### src/hfcl_pkg.sv
`timescale 1ns / 1ps
// package: shared widths, reset values and register codes of the chunk locator
package hfcl_pkg;

  localparam int MAX_PATTERN_DEF = 8;
  localparam int POS_BITS_DEF    = 32;

  localparam int BYTE_BITS      = 8;
  localparam int PATTERN_BITS   = 64;
  localparam int LEN_BITS       = 4;
  localparam int OFFSET_BITS    = 32;
  localparam int CFG_INDEX_BITS = 2;

  // matches held after a byte before the earliest ones are forced out
  localparam int QUEUE_KEEP  = 7;
  localparam int QUEUE_DEPTH = QUEUE_KEEP + 1;

  localparam logic [PATTERN_BITS-1:0] HEADER_PATTERN_RST = 64'h0000_0000_2053_4444;
  localparam logic [LEN_BITS-1:0]     HEADER_LENGTH_RST  = 4'd4;
  localparam logic [PATTERN_BITS-1:0] FOOTER_PATTERN_RST = 64'h0000_0000_3046_4F50;
  localparam logic [LEN_BITS-1:0]     FOOTER_LENGTH_RST  = 4'd4;

  typedef enum logic [CFG_INDEX_BITS-1:0] {
    REG_HEADER_PATTERN = 2'd0,
    REG_HEADER_LENGTH  = 2'd1,
    REG_FOOTER_PATTERN = 2'd2,
    REG_FOOTER_LENGTH  = 2'd3
  } cfg_reg_t;

endpackage

### src/hfcl_ifs.sv
`timescale 1ns / 1ps
// interfaces: byte stream channel and chunk result channel
interface hfcl_byte_if;
  import hfcl_pkg::*;

  logic                 valid;
  logic                 ready;
  logic [BYTE_BITS-1:0] data_byte;
  logic                 stream_end;

  modport source (output valid, output data_byte, output stream_end, input ready);
  modport sink   (input valid, input data_byte, input stream_end, output ready);
endinterface

interface hfcl_chunk_if;
  import hfcl_pkg::*;

  logic                   valid;
  logic                   ready;
  logic [OFFSET_BITS-1:0] chunk_start;
  logic [OFFSET_BITS-1:0] chunk_end;
  logic                   run_last;

  modport source (output valid, output chunk_start, output chunk_end, output run_last,
                  input ready);
  modport sink   (input valid, input chunk_start, input chunk_end, input run_last,
                  output ready);
endinterface

### src/header_footer_chunk_locator_unit.sv
`timescale 1ns / 1ps
// Header/footer chunk locator: takes one stream byte per request and reports
// (chunk_start, chunk_end) pairs, chunk_end exclusive, run_last set on the last pair
// caused by a byte. The byte window is matched against both patterns in the cycle the
// byte is taken; matches go into a header queue and a footer queue, and one retire
// unit takes the earliest held match each cycle, while one is due and the result hold
// has room, and updates the open chunk. A byte therefore holds the input until it has
// retired its matches and, at stream end, closed an open chunk; with equal pattern
// lengths every match retires with its own byte: one byte per cycle is the usual rate.
// Results pass through a one-entry hold (to mark run_last) and a two-entry output
// buffer, so a stalled output holds the byte input only while a byte still has
// matches to retire or a chunk to close.
// Configuration takes effect with the next byte; stream end returns all stream state
// to reset while keeping the configuration.
module header_footer_chunk_locator_unit #(
  parameter int MAX_PATTERN = hfcl_pkg::MAX_PATTERN_DEF,
  parameter int POS_BITS    = hfcl_pkg::POS_BITS_DEF
) (
  input  logic                                clk,
  input  logic                                rst,
  input  logic                                cfg_write,
  input  logic [hfcl_pkg::CFG_INDEX_BITS-1:0] cfg_index,
  input  logic [hfcl_pkg::PATTERN_BITS-1:0]   cfg_data,
  hfcl_byte_if.sink                           stream,
  hfcl_chunk_if.source                        chunks
);
  import hfcl_pkg::*;

  localparam int LW  = $clog2(MAX_PATTERN + 1);
  localparam int QCW = $clog2(QUEUE_DEPTH + 1);
  localparam int QIW = $clog2(QUEUE_DEPTH);
  localparam int TCW = QCW + 1;
  localparam int HDR = 0;
  localparam int FTR = 1;
  localparam logic [POS_BITS-1:0] POS_MAX = {POS_BITS{1'b1}};

  typedef struct packed {
    logic [OFFSET_BITS-1:0] chunk_start;
    logic [OFFSET_BITS-1:0] chunk_end;
    logic                   run_last;
  } result_t;

  function automatic logic [LW-1:0] eff_len(input logic [LEN_BITS-1:0] len);
    if (len > LEN_BITS'(MAX_PATTERN)) begin
      return LW'(MAX_PATTERN);
    end
    return LW'(len);
  endfunction

  // configuration registers
  logic [PATTERN_BITS-1:0] header_pattern;
  logic [PATTERN_BITS-1:0] footer_pattern;
  logic [LEN_BITS-1:0]     header_length;
  logic [LEN_BITS-1:0]     footer_length;

  always_ff @(posedge clk) begin
    if (rst) begin
      header_pattern <= HEADER_PATTERN_RST;
      header_length  <= HEADER_LENGTH_RST;
      footer_pattern <= FOOTER_PATTERN_RST;
      footer_length  <= FOOTER_LENGTH_RST;
    end else if (cfg_write) begin
      case (cfg_reg_t'(cfg_index))
        REG_HEADER_PATTERN: header_pattern <= cfg_data;
        REG_HEADER_LENGTH:  header_length  <= cfg_data[LEN_BITS-1:0];
        REG_FOOTER_PATTERN: footer_pattern <= cfg_data;
        REG_FOOTER_LENGTH:  footer_length  <= cfg_data[LEN_BITS-1:0];
        default: ;
      endcase
    end
  end

  // ---------------------------------------------------------------- front end
  logic [BYTE_BITS-1:0] hist      [MAX_PATTERN];
  logic [BYTE_BITS-1:0] hist_next [MAX_PATTERN];
  logic [POS_BITS-1:0]  position;
  logic [POS_BITS-1:0]  pos_next;
  logic [POS_BITS-1:0]  hfree;
  logic [POS_BITS-1:0]  ffree;
  logic [LW-1:0]        hl_eff;
  logic [LW-1:0]        fl_eff;
  logic [LW-1:0]        span;
  logic [MAX_PATTERN-1:0] h_eq;
  logic [MAX_PATTERN-1:0] f_eq;
  logic                 h_match;
  logic                 f_match;
  logic                 h_hit;
  logic                 f_hit;
  logic [POS_BITS-1:0]  h_start;
  logic [POS_BITS-1:0]  f_start;
  logic                 span_ok;
  logic [POS_BITS-1:0]  thr;
  logic                 in_acc;

  // context of the byte whose matches are being retired
  logic                 ctx_last;
  logic [POS_BITS-1:0]  ctx_pos;
  logic [POS_BITS-1:0]  ctx_thr;
  logic                 ctx_thr_ok;
  logic [LW-1:0]        ctx_hl;

  assign in_acc = stream.valid && stream.ready;
  assign hl_eff = eff_len(header_length);
  assign fl_eff = eff_len(footer_length);

  // shifted byte window and saturating position
  always_comb begin
    hist_next[0] = stream.data_byte;
    for (int i = 1; i < MAX_PATTERN; i++) begin
      hist_next[i] = hist[i-1];
    end
    pos_next = (position == POS_MAX) ? position : position + POS_BITS'(1);
  end

  // window compare for every candidate length
  always_comb begin
    logic h_all;
    logic f_all;
    h_all = 1'b1;
    f_all = 1'b1;
    for (int l = 1; l <= MAX_PATTERN; l++) begin
      h_all = 1'b1;
      f_all = 1'b1;
      for (int k = 0; k < MAX_PATTERN; k++) begin
        if (k < l) begin
          h_all = h_all &&
                  (hist_next[l-1-k] == header_pattern[BYTE_BITS*k +: BYTE_BITS]);
          f_all = f_all &&
                  (hist_next[l-1-k] == footer_pattern[BYTE_BITS*k +: BYTE_BITS]);
        end
      end
      h_eq[l-1] = h_all;
      f_eq[l-1] = f_all;
    end
  end

  // pick the compare of the configured length
  always_comb begin
    h_match = 1'b0;
    f_match = 1'b0;
    for (int l = 1; l <= MAX_PATTERN; l++) begin
      if (hl_eff == LW'(l)) begin
        h_match = h_eq[l-1];
      end
      if (fl_eff == LW'(l)) begin
        f_match = f_eq[l-1];
      end
    end
  end

  // new matches that do not overlap the previous one of their kind
  assign h_start = pos_next - POS_BITS'(hl_eff);
  assign f_start = pos_next - POS_BITS'(fl_eff);
  assign h_hit   = h_match && (pos_next >= POS_BITS'(hl_eff)) && (h_start >= hfree);
  assign f_hit   = f_match && (pos_next >= POS_BITS'(fl_eff)) && (f_start >= ffree);

  // retire threshold: a match is due once start + span <= position
  always_comb begin
    span = (hl_eff > fl_eff) ? hl_eff : fl_eff;
    if (span == '0) begin
      span = LW'(1);
    end
  end
  assign span_ok = pos_next >= POS_BITS'(span);
  assign thr     = pos_next - POS_BITS'(span);

  // stream state, cleared when the last byte is taken
  always_ff @(posedge clk) begin
    if (rst) begin
      for (int i = 0; i < MAX_PATTERN; i++) begin
        hist[i] <= '0;
      end
      position <= '0;
      hfree    <= '0;
      ffree    <= '0;
      ctx_last <= 1'b0;
    end else if (in_acc) begin
      ctx_last <= stream.stream_end;
      if (stream.stream_end) begin
        for (int i = 0; i < MAX_PATTERN; i++) begin
          hist[i] <= '0;
        end
        position <= '0;
        hfree    <= '0;
        ffree    <= '0;
      end else begin
        hist     <= hist_next;
        position <= pos_next;
        if (h_hit) begin
          hfree <= pos_next;
        end
        if (f_hit) begin
          ffree <= pos_next;
        end
      end
    end
  end

  always_ff @(posedge clk) begin
    if (in_acc) begin
      ctx_pos    <= pos_next;
      ctx_thr    <= thr;
      ctx_thr_ok <= span_ok;
      ctx_hl     <= hl_eff;
    end
  end

  // ---------------------------------------------------------------- match queues
  logic [POS_BITS-1:0] q_pos   [2][QUEUE_DEPTH];
  logic [QCW-1:0]      q_cnt   [2];
  logic [QCW-1:0]      q_widx  [2];
  logic [POS_BITS-1:0] q_wdata [2];
  logic [1:0]          q_push;
  logic [1:0]          q_pop;

  assign q_push[HDR]  = in_acc && h_hit;
  assign q_push[FTR]  = in_acc && f_hit;
  assign q_wdata[HDR] = h_start;
  assign q_wdata[FTR] = f_start;

  always_comb begin
    for (int q = 0; q < 2; q++) begin
      q_widx[q] = q_cnt[q] - QCW'(q_pop[q]);
    end
  end

  always_ff @(posedge clk) begin
    if (rst) begin
      for (int q = 0; q < 2; q++) begin
        q_cnt[q] <= '0;
      end
    end else begin
      for (int q = 0; q < 2; q++) begin
        q_cnt[q] <= q_cnt[q] + QCW'(q_push[q]) - QCW'(q_pop[q]);
      end
    end
  end

  // shift queues: head at entry zero, write behind the last held entry
  always_ff @(posedge clk) begin
    for (int q = 0; q < 2; q++) begin
      if (q_pop[q]) begin
        for (int i = 0; i < QUEUE_DEPTH - 1; i++) begin
          q_pos[q][i] <= q_pos[q][i+1];
        end
      end
      if (q_push[q]) begin
        q_pos[q][q_widx[q][QIW-1:0]] <= q_wdata[q];
      end
    end
  end

  // ---------------------------------------------------------------- retire unit
  logic [POS_BITS-1:0] h0, h1, f0, f1;
  logic                hv, fv, h2, f2;
  logic                e_h0, e_h1, e_f0, e_f1;
  logic [TCW-1:0]      q_total;
  logic [TCW-1:0]      total_after;
  logic                pick_f;
  logic [POS_BITS-1:0] head_p;
  logic                evt_work;
  logic                close_work;
  logic                work;
  logic                act_ok;
  logic                act;
  logic                rem_elig;
  logic                more;
  logic                done_after;
  logic [POS_BITS:0]   lim_sum;
  logic                f_late;
  logic                chunk_open;
  logic [POS_BITS-1:0] open_start;
  logic                open_next;
  logic [POS_BITS-1:0] start_next;
  logic                r_new;
  logic [POS_BITS-1:0] r_end;
  logic                can_push;
  logic                hold_valid;

  assign h0 = q_pos[HDR][0];
  assign h1 = q_pos[HDR][1];
  assign f0 = q_pos[FTR][0];
  assign f1 = q_pos[FTR][1];
  assign hv = q_cnt[HDR] != '0;
  assign fv = q_cnt[FTR] != '0;
  assign h2 = q_cnt[HDR] > QCW'(1);
  assign f2 = q_cnt[FTR] > QCW'(1);

  assign e_h0 = ctx_thr_ok && (h0 <= ctx_thr);
  assign e_h1 = ctx_thr_ok && (h1 <= ctx_thr);
  assign e_f0 = ctx_thr_ok && (f0 <= ctx_thr);
  assign e_f1 = ctx_thr_ok && (f1 <= ctx_thr);

  assign q_total     = TCW'(q_cnt[HDR]) + TCW'(q_cnt[FTR]);
  assign total_after = q_total - TCW'(1);

  // earliest held match, header first on a tie
  assign pick_f = fv && (!hv || (f0 < h0));
  assign head_p = pick_f ? f0 : h0;

  assign evt_work   = (hv || fv) &&
                      (ctx_last || (q_total > TCW'(QUEUE_KEEP)) || (hv && e_h0) || (fv && e_f0));
  assign close_work = ctx_last && !hv && !fv && chunk_open;
  assign work       = evt_work || close_work;
  assign act_ok     = !hold_valid || can_push;
  assign act        = work && act_ok;

  assign q_pop[HDR] = act && evt_work && !pick_f;
  assign q_pop[FTR] = act && evt_work && pick_f;

  // a footer closes only when it starts at or after the open header's end
  assign lim_sum = {1'b0, open_start} + (POS_BITS+1)'(ctx_hl);
  assign f_late  = lim_sum[POS_BITS] ? (f0 == POS_MAX) : (f0 >= lim_sum[POS_BITS-1:0]);

  // chunk update for the retired match or the stream-end close
  always_comb begin
    r_new      = 1'b0;
    r_end      = head_p;
    open_next  = chunk_open;
    start_next = open_start;
    if (evt_work) begin
      if (!pick_f) begin
        r_new      = chunk_open;
        open_next  = 1'b1;
        start_next = h0;
      end else begin
        r_new     = chunk_open && f_late;
        open_next = chunk_open && !f_late;
      end
    end else if (close_work) begin
      r_new     = 1'b1;
      r_end     = ctx_pos;
      open_next = 1'b0;
    end
  end

  // lookahead: is anything still due after this retire
  assign rem_elig   = pick_f ? ((f2 && e_f1) || (hv && e_h0)) :
                               ((h2 && e_h1) || (fv && e_f0));
  assign more       = evt_work && (total_after != '0) &&
                      (ctx_last || (total_after > TCW'(QUEUE_KEEP)) || rem_elig);
  assign done_after = !more && !(ctx_last && open_next);

  assign stream.ready = !work || (act && done_after);

  always_ff @(posedge clk) begin
    if (rst) begin
      chunk_open <= 1'b0;
    end else if (act) begin
      chunk_open <= open_next;
    end
  end

  always_ff @(posedge clk) begin
    if (act) begin
      open_start <= start_next;
    end
  end

  // ---------------------------------------------------------------- result hold
  logic                   hold_final;
  logic [OFFSET_BITS-1:0] hold_start;
  logic [OFFSET_BITS-1:0] hold_end;
  logic                   hold_out;

  assign hold_out = hold_valid && can_push && (hold_final || (act && r_new));

  always_ff @(posedge clk) begin
    if (rst) begin
      hold_valid <= 1'b0;
      hold_final <= 1'b0;
    end else if (act && r_new) begin
      hold_valid <= 1'b1;
      hold_final <= done_after;
    end else if (hold_out) begin
      hold_valid <= 1'b0;
    end else if (act && done_after) begin
      hold_final <= 1'b1;
    end
  end

  always_ff @(posedge clk) begin
    if (act && r_new) begin
      hold_start <= OFFSET_BITS'(open_start);
      hold_end   <= OFFSET_BITS'(r_end);
    end
  end

  // ---------------------------------------------------------------- output buffer
  result_t    o_buf [2];
  result_t    o_wdata;
  logic [1:0] o_cnt;
  logic [1:0] o_widx;
  logic       o_pop;

  assign can_push = o_cnt < 2'd2;
  assign o_pop    = chunks.valid && chunks.ready;
  assign o_widx   = o_cnt - 2'(o_pop);
  assign o_wdata  = '{chunk_start: hold_start, chunk_end: hold_end, run_last: hold_final};

  always_ff @(posedge clk) begin
    if (rst) begin
      o_cnt <= '0;
    end else begin
      o_cnt <= o_cnt + 2'(hold_out) - 2'(o_pop);
    end
  end

  always_ff @(posedge clk) begin
    if (o_pop) begin
      o_buf[0] <= o_buf[1];
    end
    if (hold_out) begin
      o_buf[o_widx[0]] <= o_wdata;
    end
  end

  assign chunks.valid       = o_cnt != '0;
  assign chunks.chunk_start = o_buf[0].chunk_start;
  assign chunks.chunk_end   = o_buf[0].chunk_end;
  assign chunks.run_last    = o_buf[0].run_last;

  // ---------------------------------------------------------------- checks
  a_hdr_queue_room: assert property (@(posedge clk) disable iff (rst)
    (q_push[HDR] && !q_pop[HDR]) |-> (q_cnt[HDR] < QCW'(QUEUE_DEPTH)))
    else $error("header match queue overflow");

  a_ftr_queue_room: assert property (@(posedge clk) disable iff (rst)
    (q_push[FTR] && !q_pop[FTR]) |-> (q_cnt[FTR] < QCW'(QUEUE_DEPTH)))
    else $error("footer match queue overflow");

  a_hold_kept: assert property (@(posedge clk) disable iff (rst)
    (act && r_new && hold_valid) |-> hold_out)
    else $error("held result overwritten");

  a_stream_closed: assert property (@(posedge clk) disable iff (rst)
    (!work && ctx_last) |-> (!chunk_open && (q_total == '0)))
    else $error("stream end left a chunk or match behind");

endmodule
### src/flat_wrapper.sv
// flat-port wrapper written by rule: the top's interface ports become plain ports
module header_footer_chunk_locator_unit_flat import hfcl_pkg::*;
#(
  parameter int MAX_PATTERN = hfcl_pkg::MAX_PATTERN_DEF,
  parameter int POS_BITS    = hfcl_pkg::POS_BITS_DEF
)
  (clk, rst, cfg_write, cfg_index, cfg_data, stream_valid, stream_data_byte, stream_stream_end, stream_ready, chunks_valid, chunks_chunk_start, chunks_chunk_end, chunks_run_last, chunks_ready);
  hfcl_byte_if stream_i ();
  hfcl_chunk_if chunks_i ();
  input  logic clk;
  input  logic rst;
  input  logic cfg_write;
  input  logic [hfcl_pkg::CFG_INDEX_BITS-1:0] cfg_index;
  input  logic [hfcl_pkg::PATTERN_BITS-1:0] cfg_data;
  input wire logic [$bits(stream_i.valid)-1:0] stream_valid;
  input wire logic [$bits(stream_i.data_byte)-1:0] stream_data_byte;
  input wire logic [$bits(stream_i.stream_end)-1:0] stream_stream_end;
  output wire logic [$bits(stream_i.ready)-1:0] stream_ready;
  output wire logic [$bits(chunks_i.valid)-1:0] chunks_valid;
  output wire logic [$bits(chunks_i.chunk_start)-1:0] chunks_chunk_start;
  output wire logic [$bits(chunks_i.chunk_end)-1:0] chunks_chunk_end;
  output wire logic [$bits(chunks_i.run_last)-1:0] chunks_run_last;
  input wire logic [$bits(chunks_i.ready)-1:0] chunks_ready;
  assign stream_i.valid = stream_valid;
  assign stream_i.data_byte = stream_data_byte;
  assign stream_i.stream_end = stream_stream_end;
  assign stream_ready = stream_i.ready;
  assign chunks_valid = chunks_i.valid;
  assign chunks_chunk_start = chunks_i.chunk_start;
  assign chunks_chunk_end = chunks_i.chunk_end;
  assign chunks_run_last = chunks_i.run_last;
  assign chunks_i.ready = chunks_ready;
  header_footer_chunk_locator_unit #(.MAX_PATTERN(MAX_PATTERN), .POS_BITS(POS_BITS)) u_core (.clk(clk), .rst(rst), .cfg_write(cfg_write), .cfg_index(cfg_index), .cfg_data(cfg_data), .stream(stream_i), .chunks(chunks_i));
endmodule
### config.mk
export PLATFORM = sky130hd
export DESIGN_NAME = header_footer_chunk_locator_unit_flat
export DESIGN_NICKNAME = d
export VERILOG_FILES = /design/src/hfcl_pkg.sv /design/src/hfcl_ifs.sv /design/src/header_footer_chunk_locator_unit.sv /design/src/flat_wrapper.sv
export SDC_FILE = /design/constraint.sdc
export NUM_CORES = 2
export LEC_CHECK = 0
export BUFFER_PORTS_ARGS = -buffer_cell sky130_fd_sc_hd__buf_2
export CAP_MARGIN = 20
export CORE_AREA = 2 2 403 504
export DETAILED_ROUTE_END_ITERATION = 8
export DIE_AREA = 0 0 405 506
export PLACE_DENSITY = 0.44
export SETUP_SLACK_MARGIN = 0.1
export SLEW_MARGIN = 5
export SYNTH_ARGS = -nofsm -noshare
export SYNTH_HDL_FRONTEND = slang
export SYNTH_SLANG_ARGS = --single-unit
### constraint.sdc
create_clock -name clk -period 11.51 [get_ports clk]
set_clock_uncertainty 0.2 [all_clocks]
set_input_delay 2.8775 -clock clk [delete_from_list [all_inputs] [get_ports clk]]
set_output_delay 2.8775 -clock clk [all_outputs]
set_load 0.1 [all_outputs]
==> metrics.txt <==
Crit-path slowest cell=or4_1; clk root buf=clkbuf_16; final net count=5742; DR WL/cell=26.6 µm; Yosys top cell area share=0.406; highest metal used=met5; total number of vias=41000; area of the die=205000 µm²; Most used DFF post-synth=edfxtp_1; largest net degree at the start of global routing=90; number of setup buffers added after CTS=0; CP delay by family, top=simple AND/OR/NAND/NOR gates; PostCTS Resize Cnt=0; first-pass GRT wire length=308000 µm; Max Root-Sink Buffers=3; Core Region=201000 µm²; max cap viols=0; Post-synth EDFFs=807; iteration count of the initial detailed-routing pass=7; hold buffer count at cts=0; Post-Synthesis Cells=5291; Initial Utilization=0.298; grt ovf=0; Slew Viols, Final=0; Clock transition at path regs=0.06 ns; measured slew at the worst slew-check pin=1.18 ns; RSZ-0062 raised after global routing=false; post-DP HPWL=157000 µm; Max Freq=100 MHz; flops & latches, synth=1109; status=finished clean; Post-synth ARST share=0; post-synthesis simple-gate area fraction=0.111; GRT Total Usage=0.209; most frequent cells in the layout=edfxtp_1, nand2_1, xnor2_1; Metal-1 WL=87000 µm; Area growth syn-to-layout=13.5%; most common cell after layout, fill and taps aside=edfxtp_1; TritonCTS Buffers=120; synthesized net count=5675; IO Pins=147; Worst Path Max Fanout=6; fraction of layout cells with a size suffix above 1=0.169; WS Path Type=reg2out; WP data required=8.43 ns; IO Port Bufs=146; crit end category=output port; DP Worst Slack=1.63 ns; number of clock sinks=1109; Compound-Gate Fraction of Synth Area=0.0687; final worst-path cycle share=0.865; Final Worst Setup Slack=1.55 ns; R2R setup slack=1.62 ns; CTS H-tree depth=3; Detail Route Antenna Nets=0; CP peak stage delay=0.56 ns; Critical Path AT=6.88 ns; Die H=506 µm; crit-path cells=ha_1 -> a21o_1 -> a21o_1 -> a21oi_1 -> nor2_1 -> nand4_1 -> nor2_1 -> and3_1 -> and3_1 -> and4_1 -> nand2_1 -> xor2_1 -> ha_1 -> nand4_1 -> or4_1 -> a21oi_1 -> o31a_1 -> nor3_1 -> and2_1 -> o41ai_1 -> nand2b_1 -> nand2_1 -> buf_2; Slew headroom=0.215; drt drc=0; Leak=25.3 nW; YS warnings=0; Final Critical Period=9.96 ns; Seq/Total Area, Yosys=0.507; Yosys top cell by area=edfxtp_1; Avg Synthesized Cell Area=11.3 µm²; WL met2=104000 µm; final WL=217000 µm; GPL Wtd Cong=0.940; routed vias/inst=5.03; Adder-Cell Fraction of Synth Area=0.0650; top cells by area, synth=edfxtp_1, dfxtp_1, mux2_2, xnor2_1, ha_1; fin util=0.338; pwr/cell area=272 nW/µm²; endpoints failing setup=0; CP bufs+invs=1; clock latency on the worst-skew pair=0.80 ns; vias in the first global route=41000; TritonCTS clock tree=done; met3 routed WL=9770 µm; multiplexer area fraction after synthesis=0.0969; Syn Std Cell Area=59700 µm²; Iteration-0 DRC Markers=2925; Die W=405 µm; Hold Crit Class=reg2reg; fill cell count=20000; Max VDD drop=0.000202 V; post-synth cell types=93; setup tns final=0 ns; final hold viol count=0; Site Rows=184; CP Launch Type=flip-flop; initial antenna violation count=5; XOR/XNOR share of the synthesized area=0.108; largest family of logic cells by synthesized area=simple AND/OR/NAND/NOR gates
[worst register-to-register path, delay by kind of cell, from the launching register on]
family,cells,cell delay [ns]
simple gates,10,3.92
xor+xnor,2,1.04
compound gates,10,2.26
buf+inv,4,0.88
flops,1,0.47
fa+ha+maj,3,0.84
[final timing paths]
| path | start | to | cells past startpoint |
|---|---|---|---|
| worst max-delay path | u_core.open_start[1] | stream_ready | 23 |
| worst min-delay path | u_core.hold_end[9] | u_core.o_buf[1][10] | 0 |
| worst max register to register | u_core.position[0] | u_core.q_pos[1][155] | 29 |
| worst min register to register | u_core.hold_end[9] | u_core.o_buf[1][10] | 0 |
[through the flow]
stage,std cells,hold WS (ns),power (W),instance area [µm²]
finish,8160,0.241,0.0184,67800
global route,8159,0.261,0.0195,67800
CTS,8156,0.242,0.0186,67800
detailed placement,7931,0.240,0.0145,63800
global placement,7931,0.236,0.0145,63800
floorplan,5291,0.222,0.0118,59700
[state kept, by name, indices dropped and copies added, names as in the netlist, 2 cells and up]
register               cells
u_core.ctx_thr            32
u_core.ctx_pos            32
u_core.ctx_hl              4
u_core.footer_length       4
u_core.q_pos             512
u_core.hist               56
u_core.hold_end           32
u_core.open_start         32
u_core.q_cnt               8
u_core.o_cnt               2
u_core.hfree              32
u_core.hold_start         32
u_core.header_pattern     64
u_core.o_buf             130
u_core.footer_pattern     64
u_core.position           32
u_core.ffree              32
u_core.header_length       4
[synthesized netlist by cell type (48+ instances only)]
cell,count
edfxtp_1,807
nand2_1,483
xnor2_1,448
a21oi_1,359
mux2_2,357
dfxtp_1,302
inv_1,298
ha_1,297
xor2_1,285
clkbuf_1,220
nor2_1,171
nand4_1,155
nand3_1,109
nor4_1,94
mux2_1,84
mux2i_1,82
buf_1,69
o2bb2ai_1,63
nand3b_1,59
nor3_1,48
o21ai_0,48
[report_power, final]
| group | total, W | internal, W | switching, W |
|---|---|---|---|
| Combinational | 0.00688 | 0.00205 | 0.00483 |
| Clock | 0.00397 | 0.00225 | 0.00171 |
| Sequential | 0.00758 | 0.00664 | 0.000938 |
[layout make-up]
cell class	instances	area, µm²	area share
Multi-Input combinational cell	3527	27100	0.400
Clock inverter	65	691	0.0102
Clock buffer	160	3320	0.0489
Inverter	307	1150	0.0170
Sequential cell	1109	30300	0.446
Timing Repair Buffer	293	1880	0.0277
Tap cell	2697	3370	0.0497
Antenna cell	2	5.00	0.0000738
[per-layer routing]
metal  track usage  up-vias
met3        0.0267      541
met1         0.249    20100
met4         0.134        2
met5             0        -
met2         0.354     1319
li1              -    19000
[logic make-up after synthesis]
kind of cell               count (synthesis)
DFF                                     1109
adders and majority gates                307
and+or+nand+nor                         1305
buffers and inverters                    655
AOI/OAI and AO/OA                        656
xor gates and xnor gates                 736
muxes                                    523
(Power assumes the default switching activity.)
